## src/sv/lrt_pkg.sv

```systemverilog
package lrt_pkg;

    localparam int MAX_FEATURES = 64;
    localparam int MAX_OUTPUTS  = 16;
    localparam int FRAC_BITS    = 16;
    localparam int RATE_BITS    = 16;

    localparam int FIDX_W = $clog2(MAX_FEATURES);
    localparam int HOP_W  = $clog2(MAX_OUTPUTS + 1);
    localparam int CIDX_W = (MAX_OUTPUTS > 1) ? $clog2(MAX_OUTPUTS) : 1;
    localparam int ADDR_W = 4;

    // Cycles from the last token leaving the controller until every cell has settled.
    localparam int DRAIN_CYC = MAX_OUTPUTS + 6;
    localparam int WAIT_W    = $clog2(DRAIN_CYC + 1);

    localparam logic [1:0] REQ_WEIGHT  = 2'd0;
    localparam logic [1:0] REQ_BIAS    = 2'd1;
    localparam logic [1:0] REQ_FEATURE = 2'd2;
    localparam logic [1:0] REQ_TARGET  = 2'd3;

    localparam logic [1:0] ST_PREDICT = 2'd0;
    localparam logic [1:0] ST_ERROR   = 2'd1;
    localparam logic [1:0] ST_REJECT  = 2'd2;

    localparam logic [1:0] REG_INPUT_COUNT   = 2'd0;
    localparam logic [1:0] REG_OUTPUT_COUNT  = 2'd1;
    localparam logic [1:0] REG_LEARNING_RATE = 2'd2;

    typedef enum logic [1:0] {
        TK_PRED,
        TK_UPD,
        TK_WGT,
        TK_BIAS
    } tok_kind_t;

    typedef struct packed {
        logic                vld;
        tok_kind_t           kind;
        logic                first;
        logic [FIDX_W-1:0]   idx;
        logic [HOP_W-1:0]    col;
        logic [HOP_W-1:0]    hop;
        logic signed [31:0]  data;
    } tok_t;

    typedef struct packed {
        logic                en;
        logic [FIDX_W-1:0]   addr;
    } clr_t;

    typedef struct packed {
        logic [6:0]  input_count;
        logic [4:0]  output_count;
        logic [15:0] learning_rate;
        logic        ic_wr;
    } cfg_t;

    typedef enum logic [2:0] {
        S_CLEAR,
        S_IDLE,
        S_ISSUE,
        S_DRAIN,
        S_ERR,
        S_MUL,
        S_RND,
        S_EMIT
    } state_t;

    function automatic logic signed [63:0] sat64(input logic signed [65:0] v);
        logic signed [65:0] hi;
        logic signed [65:0] lo;
        hi = 66'sh0_7FFF_FFFF_FFFF_FFFF;
        lo = -hi - 66'sd1;
        if (v > hi)
            sat64 = hi[63:0];
        else if (v < lo)
            sat64 = lo[63:0];
        else
            sat64 = v[63:0];
    endfunction

    function automatic logic signed [31:0] sat32(input logic signed [65:0] v);
        if (v > 66'sd2147483647)
            sat32 = 32'sh7FFF_FFFF;
        else if (v < -66'sd2147483648)
            sat32 = 32'sh8000_0000;
        else
            sat32 = v[31:0];
    endfunction

endpackage

```

## src/sv/lrt_req_if.sv

```systemverilog
interface lrt_req_if;
    logic               valid;
    logic               ready;
    logic [1:0]         req_type;
    logic [5:0]         row_index;
    logic [3:0]         col_index;
    logic signed [31:0] data_value;
    logic               last_feature;

    modport source (output valid, req_type, row_index, col_index, data_value, last_feature,
                    input ready);
    modport sink (input valid, req_type, row_index, col_index, data_value, last_feature,
                  output ready);
endinterface

```

## src/sv/lrt_res_if.sv

```systemverilog
interface lrt_res_if;
    logic               valid;
    logic               ready;
    logic [1:0]         status;
    logic [3:0]         out_column;
    logic signed [31:0] result_value;
    logic               last_result;

    modport source (output valid, status, out_column, result_value, last_result,
                    input ready);
    modport sink (input valid, status, out_column, result_value, last_result,
                  output ready);
endinterface

```

## src/sv/lrt_ctrl.sv

```systemverilog
module lrt_ctrl
    import lrt_pkg::*;
(
    input  logic                               clk,
    input  logic                               rst_n,
    lrt_req_if.sink                            req,
    lrt_res_if.source                          res,
    input  cfg_t                               cfg,
    input  logic [MAX_OUTPUTS-1:0][63:0]       acc,
    output tok_t                               tok,
    output logic signed [32:0]                 delta,
    output clr_t                               clr
);

    logic signed [31:0] fb_mem [MAX_FEATURES];
    logic [MAX_FEATURES-1:0] fb_vld_reg, fb_vld_next;
    logic signed [31:0] fb_rd_reg;
    logic               fb_rv_reg;
    logic               fb_we;
    logic [FIDX_W-1:0]  fb_waddr;

    state_t             state_reg, state_next;
    logic [FIDX_W-1:0]  cnt_reg, cnt_next;
    logic [WAIT_W-1:0]  wait_reg, wait_next;
    tok_kind_t          pass_reg, pass_next;
    logic               tgt_reg, tgt_next;
    logic [6:0]         fcount_reg, fcount_next;
    logic               vready_reg, vready_next;
    logic [HOP_W-1:0]   j_reg, j_next;
    logic [HOP_W-1:0]   tcol_reg, tcol_next;
    logic signed [31:0] target_reg, target_next;
    logic signed [31:0] err_reg, err_next;
    logic signed [48:0] lrprod_reg, lrprod_next;
    logic signed [32:0] delta_reg, delta_next;

    logic               iss_vld_reg, iss_vld_next;
    tok_kind_t          iss_kind_reg, iss_kind_next;
    logic               iss_first_reg, iss_first_next;
    logic [FIDX_W-1:0]  iss_idx_reg, iss_idx_next;
    logic [HOP_W-1:0]   iss_col_reg, iss_col_next;
    logic signed [31:0] iss_data_reg, iss_data_next;
    logic               iss_usefb_reg, iss_usefb_next;

    logic               out_vld_reg, out_vld_next;
    logic [1:0]         out_st_reg, out_st_next;
    logic [3:0]         out_col_reg, out_col_next;
    logic signed [31:0] out_val_reg, out_val_next;
    logic               out_last_reg, out_last_next;

    logic               take;
    logic               out_free;
    logic               geom_ok;
    logic [6:0]         fc_inc;
    logic signed [63:0] acc_sel;

    always_ff @(posedge clk or negedge rst_n)
    begin
        if (!rst_n)
        begin
            state_reg   <= S_CLEAR;
            cnt_reg     <= '0;
            wait_reg    <= '0;
            pass_reg    <= TK_PRED;
            tgt_reg     <= 1'b0;
            fcount_reg  <= '0;
            vready_reg  <= 1'b0;
            fb_vld_reg  <= '0;
            iss_vld_reg <= 1'b0;
            out_vld_reg <= 1'b0;
        end
        else
        begin
            state_reg   <= state_next;
            cnt_reg     <= cnt_next;
            wait_reg    <= wait_next;
            pass_reg    <= pass_next;
            tgt_reg     <= tgt_next;
            fcount_reg  <= fcount_next;
            vready_reg  <= cfg.ic_wr ? 1'b0 : vready_next;
            fb_vld_reg  <= fb_vld_next;
            iss_vld_reg <= iss_vld_next;
            out_vld_reg <= out_vld_next;
        end
    end

    always_ff @(posedge clk)
    begin
        j_reg         <= j_next;
        tcol_reg      <= tcol_next;
        target_reg    <= target_next;
        err_reg       <= err_next;
        lrprod_reg    <= lrprod_next;
        delta_reg     <= delta_next;
        iss_kind_reg  <= iss_kind_next;
        iss_first_reg <= iss_first_next;
        iss_idx_reg   <= iss_idx_next;
        iss_col_reg   <= iss_col_next;
        iss_data_reg  <= iss_data_next;
        iss_usefb_reg <= iss_usefb_next;
        out_st_reg    <= out_st_next;
        out_col_reg   <= out_col_next;
        out_val_reg   <= out_val_next;
        out_last_reg  <= out_last_next;
        fb_rd_reg     <= fb_mem[cnt_reg];
        fb_rv_reg     <= fb_vld_reg[cnt_reg];
        if (fb_we)
            fb_mem[fb_waddr] <= req.data_value;
    end

    assign take     = res.valid && res.ready;
    assign out_free = !out_vld_reg || res.ready;
    assign geom_ok  = (cfg.input_count >= 7'd1) && (32'(cfg.input_count) <= MAX_FEATURES) &&
                      (cfg.output_count >= 5'd1) && (32'(cfg.output_count) <= MAX_OUTPUTS);
    assign fc_inc   = (fcount_reg == 7'd127) ? fcount_reg : fcount_reg + 7'd1;
    assign acc_sel  = signed'(acc[j_reg[CIDX_W-1:0]]);
    assign fb_waddr = FIDX_W'(req.row_index);

    always_comb
    begin
        state_next     = state_reg;
        cnt_next       = cnt_reg;
        wait_next      = wait_reg;
        pass_next      = pass_reg;
        tgt_next       = tgt_reg;
        fcount_next    = fcount_reg;
        vready_next    = vready_reg;
        fb_vld_next    = fb_vld_reg;
        j_next         = j_reg;
        tcol_next      = tcol_reg;
        target_next    = target_reg;
        err_next       = err_reg;
        lrprod_next    = lrprod_reg;
        delta_next     = delta_reg;
        iss_vld_next   = 1'b0;
        iss_kind_next  = iss_kind_reg;
        iss_first_next = 1'b0;
        iss_idx_next   = iss_idx_reg;
        iss_col_next   = iss_col_reg;
        iss_data_next  = iss_data_reg;
        iss_usefb_next = iss_usefb_reg;
        out_vld_next   = take ? 1'b0 : out_vld_reg;
        out_st_next    = out_st_reg;
        out_col_next   = out_col_reg;
        out_val_next   = out_val_reg;
        out_last_next  = out_last_reg;
        fb_we          = 1'b0;
        clr.en         = 1'b0;
        clr.addr       = cnt_reg;

        case (state_reg)
            S_CLEAR:
            begin
                clr.en   = 1'b1;
                cnt_next = cnt_reg + FIDX_W'(1);
                if (32'(cnt_reg) == MAX_FEATURES - 1)
                begin
                    cnt_next   = '0;
                    state_next = S_IDLE;
                end
            end
            S_IDLE:
            begin
                if (req.valid)
                begin
                    case (req.req_type)
                        REQ_WEIGHT, REQ_BIAS:
                        begin
                            if ((32'(req.row_index) < MAX_FEATURES || req.req_type == REQ_BIAS) &&
                                32'(req.col_index) < MAX_OUTPUTS)
                            begin
                                iss_vld_next = 1'b1;
                            end
                            iss_kind_next  = (req.req_type == REQ_BIAS) ? TK_BIAS : TK_WGT;
                            iss_idx_next   = FIDX_W'(req.row_index);
                            iss_col_next   = HOP_W'(req.col_index);
                            iss_data_next  = req.data_value;
                            iss_usefb_next = 1'b0;
                            pass_next      = TK_WGT;
                            wait_next      = WAIT_W'(DRAIN_CYC);
                            state_next     = S_DRAIN;
                        end
                        REQ_FEATURE:
                        begin
                            if (32'(req.row_index) < MAX_FEATURES)
                            begin
                                fb_we                 = 1'b1;
                                fb_vld_next[fb_waddr] = 1'b1;
                            end
                            fcount_next = fc_inc;
                            vready_next = 1'b0;
                            if (req.last_feature)
                            begin
                                fcount_next = '0;
                                if (geom_ok && fc_inc == cfg.input_count)
                                begin
                                    vready_next = 1'b1;
                                    pass_next   = TK_PRED;
                                    tgt_next    = 1'b0;
                                    cnt_next    = '0;
                                    state_next  = S_ISSUE;
                                end
                                else
                                begin
                                    state_next = S_EMIT;
                                    pass_next  = TK_BIAS;
                                end
                            end
                        end
                        default:
                        begin
                            if (!vready_reg || !geom_ok ||
                                5'(req.col_index) >= cfg.output_count)
                            begin
                                state_next = S_EMIT;
                                pass_next  = TK_BIAS;
                            end
                            else
                            begin
                                target_next = req.data_value;
                                tcol_next   = HOP_W'(req.col_index);
                                pass_next   = TK_PRED;
                                tgt_next    = 1'b1;
                                cnt_next    = '0;
                                state_next  = S_ISSUE;
                            end
                        end
                    endcase
                end
            end
            S_ISSUE:
            begin
                iss_vld_next   = 1'b1;
                iss_kind_next  = pass_reg;
                iss_first_next = (cnt_reg == '0);
                iss_idx_next   = cnt_reg;
                iss_col_next   = tcol_reg;
                iss_usefb_next = 1'b1;
                cnt_next       = cnt_reg + FIDX_W'(1);
                if (cnt_reg == FIDX_W'(cfg.input_count - 7'd1))
                begin
                    cnt_next   = '0;
                    wait_next  = WAIT_W'(DRAIN_CYC);
                    state_next = S_DRAIN;
                end
            end
            S_DRAIN:
            begin
                wait_next = wait_reg - WAIT_W'(1);
                if (wait_reg == '0)
                begin
                    j_next = '0;
                    case (pass_reg)
                        TK_PRED:
                            state_next = tgt_reg ? S_ERR : S_EMIT;
                        TK_UPD:
                            state_next = S_EMIT;
                        default:
                            state_next = S_IDLE;
                    endcase
                end
            end
            S_ERR:
            begin
                j_next     = tcol_reg;
                state_next = S_MUL;
            end
            S_MUL:
            begin
                err_next   = sat32(66'(target_reg) - 66'(sat32(66'(acc_sel))));
                state_next = S_RND;
            end
            S_RND:
            begin
                lrprod_next = signed'({1'b0, cfg.learning_rate}) * err_reg;
                state_next  = S_ISSUE;
                pass_next   = TK_UPD;
                cnt_next    = '0;
            end
            S_EMIT:
            begin
                // Predictions walk the cells one column per item; an error or a reject is
                // a single item. The fields are only loaded once the output register is free.
                if (out_free)
                begin
                    out_vld_next  = 1'b1;
                    out_last_next = 1'b1;
                    case (pass_reg)
                        TK_PRED:
                        begin
                            out_st_next   = ST_PREDICT;
                            out_col_next  = 4'(j_reg);
                            out_val_next  = sat32(66'(acc_sel));
                            out_last_next = (5'(j_reg) == cfg.output_count - 5'd1);
                            j_next        = j_reg + HOP_W'(1);
                            if (5'(j_reg) == cfg.output_count - 5'd1)
                                state_next = S_IDLE;
                        end
                        TK_UPD:
                        begin
                            out_st_next  = ST_ERROR;
                            out_col_next = 4'(tcol_reg);
                            out_val_next = err_reg;
                            state_next   = S_IDLE;
                        end
                        default:
                        begin
                            out_st_next  = ST_REJECT;
                            out_col_next = '0;
                            out_val_next = '0;
                            state_next   = S_IDLE;
                        end
                    endcase
                end
            end
            default:
            begin
                state_next = S_IDLE;
            end
        endcase

        // The product is registered in the cycle before the update pass starts.
        delta_next = 33'((66'(lrprod_reg) + (66'sd1 <<< (RATE_BITS - 1))) >>> RATE_BITS);
    end

    assign req.ready      = (state_reg == S_IDLE);
    assign res.valid      = out_vld_reg;
    assign res.status     = out_st_reg;
    assign res.out_column = out_col_reg;
    assign res.result_value = out_val_reg;
    assign res.last_result  = out_last_reg;

    assign tok.vld   = iss_vld_reg;
    assign tok.kind  = iss_kind_reg;
    assign tok.first = iss_first_reg;
    assign tok.idx   = iss_idx_reg;
    assign tok.col   = iss_col_reg;
    assign tok.hop   = '0;
    assign tok.data  = iss_usefb_reg ? (fb_rv_reg ? fb_rd_reg : 32'sd0) : iss_data_reg;
    assign delta     = delta_reg;

endmodule
```

## src/flat_wrapper.sv

```systemverilog
// flat-port wrapper written by rule: the top's interface ports become plain ports
module lrt_ctrl_flat import lrt_pkg::*;
  (clk, rst_n, cfg, acc, tok, delta, clr, req_valid, req_req_type, req_row_index, req_col_index, req_data_value, req_last_feature, req_ready, res_valid, res_status, res_out_column, res_result_value, res_last_result, res_ready);
  lrt_req_if req_i ();
  lrt_res_if res_i ();
  input  logic clk;
  input  logic rst_n;
  input  cfg_t cfg;
  input  logic [MAX_OUTPUTS-1:0][63:0] acc;
  output tok_t tok;
  output logic signed [32:0] delta;
  output clr_t clr;
  input wire logic [$bits(req_i.valid)-1:0] req_valid;
  input wire logic [$bits(req_i.req_type)-1:0] req_req_type;
  input wire logic [$bits(req_i.row_index)-1:0] req_row_index;
  input wire logic [$bits(req_i.col_index)-1:0] req_col_index;
  input wire logic [$bits(req_i.data_value)-1:0] req_data_value;
  input wire logic [$bits(req_i.last_feature)-1:0] req_last_feature;
  output wire logic [$bits(req_i.ready)-1:0] req_ready;
  output wire logic [$bits(res_i.valid)-1:0] res_valid;
  output wire logic [$bits(res_i.status)-1:0] res_status;
  output wire logic [$bits(res_i.out_column)-1:0] res_out_column;
  output wire logic [$bits(res_i.result_value)-1:0] res_result_value;
  output wire logic [$bits(res_i.last_result)-1:0] res_last_result;
  input wire logic [$bits(res_i.ready)-1:0] res_ready;
  assign req_i.valid = req_valid;
  assign req_i.req_type = req_req_type;
  assign req_i.row_index = req_row_index;
  assign req_i.col_index = req_col_index;
  assign req_i.data_value = req_data_value;
  assign req_i.last_feature = req_last_feature;
  assign req_ready = req_i.ready;
  assign res_valid = res_i.valid;
  assign res_status = res_i.status;
  assign res_out_column = res_i.out_column;
  assign res_result_value = res_i.result_value;
  assign res_last_result = res_i.last_result;
  assign res_i.ready = res_ready;
  lrt_ctrl u_core (.clk(clk), .rst_n(rst_n), .req(req_i), .res(res_i), .cfg(cfg), .acc(acc), .tok(tok), .delta(delta), .clr(clr));
endmodule
```

## config.mk

```make
export PLATFORM = sky130hd
export DESIGN_NAME = lrt_ctrl_flat
export DESIGN_NICKNAME = d
export VERILOG_FILES = /design/src/sv/lrt_pkg.sv /design/src/sv/lrt_req_if.sv /design/src/sv/lrt_res_if.sv /design/src/sv/lrt_ctrl.sv /design/src/flat_wrapper.sv
export SDC_FILE = /design/constraint.sdc
export NUM_CORES = 2
export LEC_CHECK = 0
export BUFFER_PORTS_ARGS = -buffer_cell sky130_fd_sc_hd__buf_2
export CORE_AREA = 2 2 479 481
export CTS_BUF_LIST = sky130_fd_sc_hd__clkbuf_4
export DETAILED_ROUTE_END_ITERATION = 8
export DIE_AREA = 0 0 481 483
export GPL_ROUTABILITY_DRIVEN = 0
export HOLD_SLACK_MARGIN = 0.08
export PLACE_DENSITY = 0.77
export SYNTH_ARGS = -nofsm -noshare
export SYNTH_HDL_FRONTEND = slang
export SYNTH_SLANG_ARGS = --single-unit
```

## constraint.sdc

```tcl
create_clock -name clk -period 6.63 [get_ports clk]
set_clock_uncertainty 0.2 [all_clocks]
set_input_delay 0.3315 -clock clk [delete_from_list [all_inputs] [get_ports clk]]
set_output_delay 0.3315 -clock clk [all_outputs]
set_load 0.05 [all_outputs]
```

# Yosys cells after proc, flatten, opt, wreduce, memory -nomap -nowiden

Memories as Yosys holds them, arrays and structs flattened. A register that Yosys moved wholly into a read port is not among the register bits.
Index checks and enable logic that the tools add are counted.

Memory bits (writable): 2048
Input bits: 1102
Output and inout port bits: 133
Register bits: 333
Memories kept: 1

Memories:

| memory        | words | width | read ports | clocked after Yosys merged registers in | write ports | line           | text |
|---|---|---|---|---|---|---|---|
| u_core.fb_mem | 64    | 32    | 1          | 1                                       | 1           | lrt_ctrl.sv:15 | `logic signed [31:0] fb_mem [MAX_FEATURES];` |

Multipliers: 1
Multiplexer cells: 88
Bitwise logic cells: 4
Magnitude comparators: 13
Add/subtract/negate cells: 8
Reductions and logical operators: 39
Equal/unequal tests: 30

Operators by type and width:

| operator                 | count |
|---|---|
| $bmux W64 S4             | 1 |
| $mux W32                 | 6 |
| $gt A66 B32 Y1 const B   | 1 |
| $lt A66 B32 Y1 const B   | 1 |
| $gt A64 B32 Y1 const B   | 1 |
| $lt A64 B32 Y1 const B   | 1 |
| $mux W64                 | 1 |
| $or A64 B64 Y64          | 1 |
| $pmux W32 S2             | 1 |
| $add A49 B17 Y49 const B | 1 |
| $mul A17 B32 Y49         | 1 |
| $mux W6                  | 8 |
| $mux W5                  | 8 |
| $sub A32 B32 Y33         | 1 |
| $mux W3                  | 10 |
| $pmux W5 S3              | 2 |
| $mux W1                  | 25 |
| $pmux W3 S8              | 1 |
| $pmux W6 S2              | 2 |
| $pmux W6 S4              | 1 |
| $pmux W2 S2              | 4 |
| $reduce_and A3 Y1        | 5 |
| $lt A6 B7 Y1 const B     | 2 |
| $mux W2                  | 7 |
| other kinds (50)         | 91 |

# Depth between registers and ports, before layout

Word-level depth: 11
Depth in mapped cells: 27

# Worst setup path after synthesis

OpenSTA, ideal clock, no wires.

Path type: reg-to-reg
Start: reg u_core.err_reg[16]
End: reg u_core.lrprod_reg[48] (data pin)
Cell stages (with the launch flop): 23
Data arrival time: 6486 ps
Setup time: 260 ps
Required time: 6170 ps
Period minus slack after synthesis: 6946 ps
Path slack: -316 ps
Cell sequence: edfxtp_1 -> clkbuf_1 -> clkbuf_1 -> nand2_1 -> fa_1 -> inv_1 -> fa_1 -> inv_1 -> fa_1 -> fa_1 -> fa_1 -> inv_1 -> fa_1 -> ha_1 -> a21o_1 -> a21o_1 -> a211o_1 -> a221o_1 -> a31oi_2 -> o31ai_1 -> or4_1 -> a31oi_1 -> xnor2_1

Longest elaborated chain between the ends: 1

RTL lines:

| element                | line            | text |
|---|---|---|
| from (decl)            | lrt_ctrl.sv:32  | `logic signed [31:0] err_reg, err_next;` |
| from (signal assigned) | lrt_ctrl.sv:91  | `err_reg <= err_next;` |
| $mul A17 B32 Y49       | lrt_ctrl.sv:274 | `lrprod_next = signed'({1'b0, cfg.learning_rate}) * err_reg;` |
| to (signal assigned)   | lrt_ctrl.sv:92  | `lrprod_reg <= lrprod_next;` |
| to (decl)              | lrt_ctrl.sv:33  | `logic signed [48:0] lrprod_reg, lrprod_next;` |

No other way between the ends.
A chain may end at the register's enable or synchronous reset.

# Worst setup path in the final report

Start: reg u_core.j_reg[0]
End: reg u_core.err_reg[9] (data pin)

Longest elaborated chain between the ends: 9

RTL lines:

| element                          | line            | text |
|---|---|---|
| from (decl)                      | lrt_ctrl.sv:29  | `logic [HOP_W-1:0] j_reg, j_next;` |
| from (signal assigned)           | lrt_ctrl.sv:88  | `j_reg <= j_next;` |
| $bmux W64 S4 *                   | lrt_ctrl.sv:115 | `assign acc_sel = signed'(acc[j_reg[CIDX_W-1:0]]);` |
| $mux W64 (implied by the code) * | lrt_ctrl.sv:115 |  |
| $lt A64 B32 Y1                   | lrt_pkg.sv:86   | `else if (v < -66'sd2147483648)` |
| $mux W32                         | lrt_pkg.sv:86   |  |
| $mux W32 *                       | -               |  |
| $mux W32 *                       | lrt_ctrl.sv:150 | `case (state_reg)` |
| $sub A32 B32 Y33 *               | lrt_ctrl.sv:269 | `err_next = sat32(66'(target_reg) - 66'(sat32(66'(acc_sel))));` |
| $lt A66 B32 Y1                   | lrt_pkg.sv:86   |  |
| $mux W32                         | lrt_pkg.sv:86   |  |

Mark *: on every way between the ends. The rest lies on a longest branch, timed or not. The select of a mux whose other input is x is not followed.

==> flow_summary.ini <==
[logic_synthesis]
ys_ff_latch = 2397
seq_area_frac_synth = 0.5942
synth_edf_count = 2239
syn-cell-area_um2 = 119200
synthAdderAreaFrac = 0.09948
synthFlopType = edfxtp_1
synth_warnings = 0
post_synth_and_or_nand_nor_area_fraction = 0.04926
synthMuxAreaShare = 0.1817
synthArstFlopShare = 0.03796
syn_inst = 6981
synth_area_per_cell_um2 = 17.08
synthXorXnorAreaFrac = 0.008814
synth_compound_area_frac = 0.03144
synthDistinctLibCells = 85
synth_top_family_by_area = multiplexers

[floorplan]
dieArea_um2 = 232300
ios = 1235
fp.dieH_um = 483
rows = 175
start_util = 0.5256
core_area_um2 = 226800
die-width_um = 481

[critical_path]
reg2reg_to = u_core.err_reg[9]$_SDFFCE_PN1N_
cpMaxStageDelayCell = mux4_1
start_kind = register
critPathArrivalTime_ns = 7.46
endpoint = u_core.err_reg[9]$_SDFFCE_PN1N_
end_kind = register
crit_type = register to register
cpPeakStageDelay_ns = 0.58
worstPathMaxFanout = 11
reg2reg_from = u_core.j_reg[0]$_DFFE_PP_
cp_data_required_time_ns = 7.46
r2r_slack_ns = -0.001
startpoint = u_core.j_reg[0]$_DFFE_PP_
r2r_cells = 25

[run]
cap_violations = 0

[cells_and_area]
area_delta_synth_final_pct = 19.97
seq_area_um2 = 70870
multi_input_area_um2 = 45290
final_common_cell = edfxtp_1
drive_above_1_share = 0.4049
mostFrequentLayoutCells = 2239 x edfxtp_1, 1227 x buf_2, 869 x mux4_2
final_nets = 10820
fillers = 15830
largest_reg_flops = 2048

[placed_design]
dp_hpwl_mm = 365.3
port_buffers = 1228
place_worst_setup_slack_ns = -0.3915

[timing]
setup_viol_count_final = 1
max_freq_ghz = 0.1508
hold_viol = 0
rsz0062_at_grt = yes
layout_min_cycle_time_ns = 6.631
relSlewSlack = -0.06207
tightest_slew_ns = 1.593
slew_violations = 1
period_share = 1.000
setup_slack_ns = -0.001429

[cts]
clk_pin_slew_worst_paths_ns = 0.06
clk_latency_ns = 1.44
cts.sinks = 2397
htree_num_levels = 6
cts_inserted_buffers = 583
cts.path.max_buffers = 4
cts_tree = yes
clockRootBuffer = clkbuf_4

[drt]
wl_mm = 512.8
viasPerCell = 6.564
wl_per_cell_um = 39.65
first_pass_iters = 8
vias = 84890
route.detailed.drc = 0
drtIter0Drc = 14870
postRouteAntennaNets = 0

[outcome]
status = finished with violations
violations = slew limit, setup timing

[min_path]
hold_class = primary input to register
hold_start = acc[20]

[grt]
grt_util_all_layers = 0.4303
grt_pass1_wl_mm = 664.9
grt_max_degree = 100
grt_pass1_vias = 80100
antenna_found_initial = 305
grt.overflow.total = 0
## repair_timing
action / in CTS / in global routing
cloned: 0 / 4
resized for setup: 34 / 121
pin swaps: 20 / 76
hold buffers: 135 / 0
buffers inserted: 11 / 38
endpoints found under the setup margin: 42 / 47
endpoints found under the hold margin: 2618 / 0
## synthesized netlist by cell type (24+ instances only)
master | n | area share
nor3_1 | 26 | 0.0011
nor2b_1 | 31 | 0.0016
buf_1 | 60 | 0.0019
and3_1 | 24 | 0.0013
mux2i_1 | 77 | 0.0065
mux4_2 | 864 | 0.16
edfxtp_1 | 2239 | 0.56
xor2_1 | 40 | 0.0029
xnor2_1 | 80 | 0.0059
a21o_1 | 37 | 0.0023
o21ai_0 | 120 | 0.0050
buf_2 | 73 | 0.0031
a21oi_2 | 30 | 0.0022
dfrtp_1 | 91 | 0.019
a32oi_1 | 38 | 0.0028
nand3_1 | 56 | 0.0024
nand2_1 | 533 | 0.017
dfxtp_1 | 67 | 0.011
inv_1 | 590 | 0.019
clkbuf_1 | 246 | 0.0077
nand4_1 | 28 | 0.0015
a21oi_1 | 132 | 0.0055
and2_1 | 208 | 0.011
a31oi_1 | 26 | 0.0014
nor2_1 | 201 | 0.0063
ha_1 | 164 | 0.017
fa_1 | 488 | 0.082
or2_2 | 68 | 0.0036
mux4_1 | 51 | 0.011
a211oi_1 | 32 | 0.0020
## worst min path at each step
stage               slack, ns  cells after the start                               endpoint
detailed placement       0.14                      1      u_core.fb_vld_reg[13]$_DFFE_PN0P_
floorplan               -0.16                      0          u_core.cnt_reg[0]$_DFFE_PN0P_
global route             0.07                      5  u_core.res.result_value[15]$_DFFE_PP_
CTS                      0.08                      5  u_core.res.result_value[20]$_DFFE_PP_
finish                   0.11                      5  u_core.res.result_value[20]$_DFFE_PP_
global placement         0.13                      1      u_core.fb_vld_reg[14]$_DFFE_PN0P_
## critical path: cells and delay by family (launching register included)
| kind | cells | cell delay [ns] |
|---|---|---|
| buf+inv | 8 | 1.46 |
| simple gates | 8 | 1.73 |
| fa+ha+maj | 2 | 0.63 |
| compound gates | 6 | 1.23 |
| flops | 1 | 0.40 |
| mux | 1 | 0.58 |
## cell type report
cell class                 instances  share of cell area
clock buffer                     851             0.04466
multi-input combinational       3578              0.3166
clock inverter                   161            0.007592
inverter                         592             0.01559
timing repair buffer            1914             0.08630
antenna                          431            0.007540
tap                             3009             0.02632
sequential                      2397              0.4954
## metal layers
metal  track usage  vias to the layer above  wire length, um
met3        0.2329                     2055            87350
met4        0.3560                      172            52690
met5       0.01823                        -             1510
li1              -                    31750                -
met2        0.5724                     8803           211900
met1        0.5077                    42120           159300
## metrics by stage
stage               setup TNS, ns  utilization  instances  cell area [um^2]  hold WS [ns]
finish                  -0.001429       0.6306      12930            143100        0.1108
global route              -0.6431       0.6292      12810            142700       0.06536
CTS                             0       0.6217      12460            141000       0.08097
detailed placement         -9.859       0.5817      11300            132000        0.1370
global placement           -6.627       0.5817      11300            132000        0.1260
floorplan                -0.01702            -       6986            119300       -0.1641
## cell families (layout without fill, tap and decap cells)
kind of cell	Yosys count	after routing
AND/OR/NAND/NOR	1238	1238
multiplexers	1001	1001
XOR/XNOR	120	120
adder cells (fa/ha/maj)	656	656
AO/OA/AOI/OAI	557	557
other	1	437
flip-flops	2397	2397
buffers and inverters	1011	3518
Power is left out: the tool's default activity adds up to more than one toggle a clock period on the data nets, which glitch-free logic cannot reach.
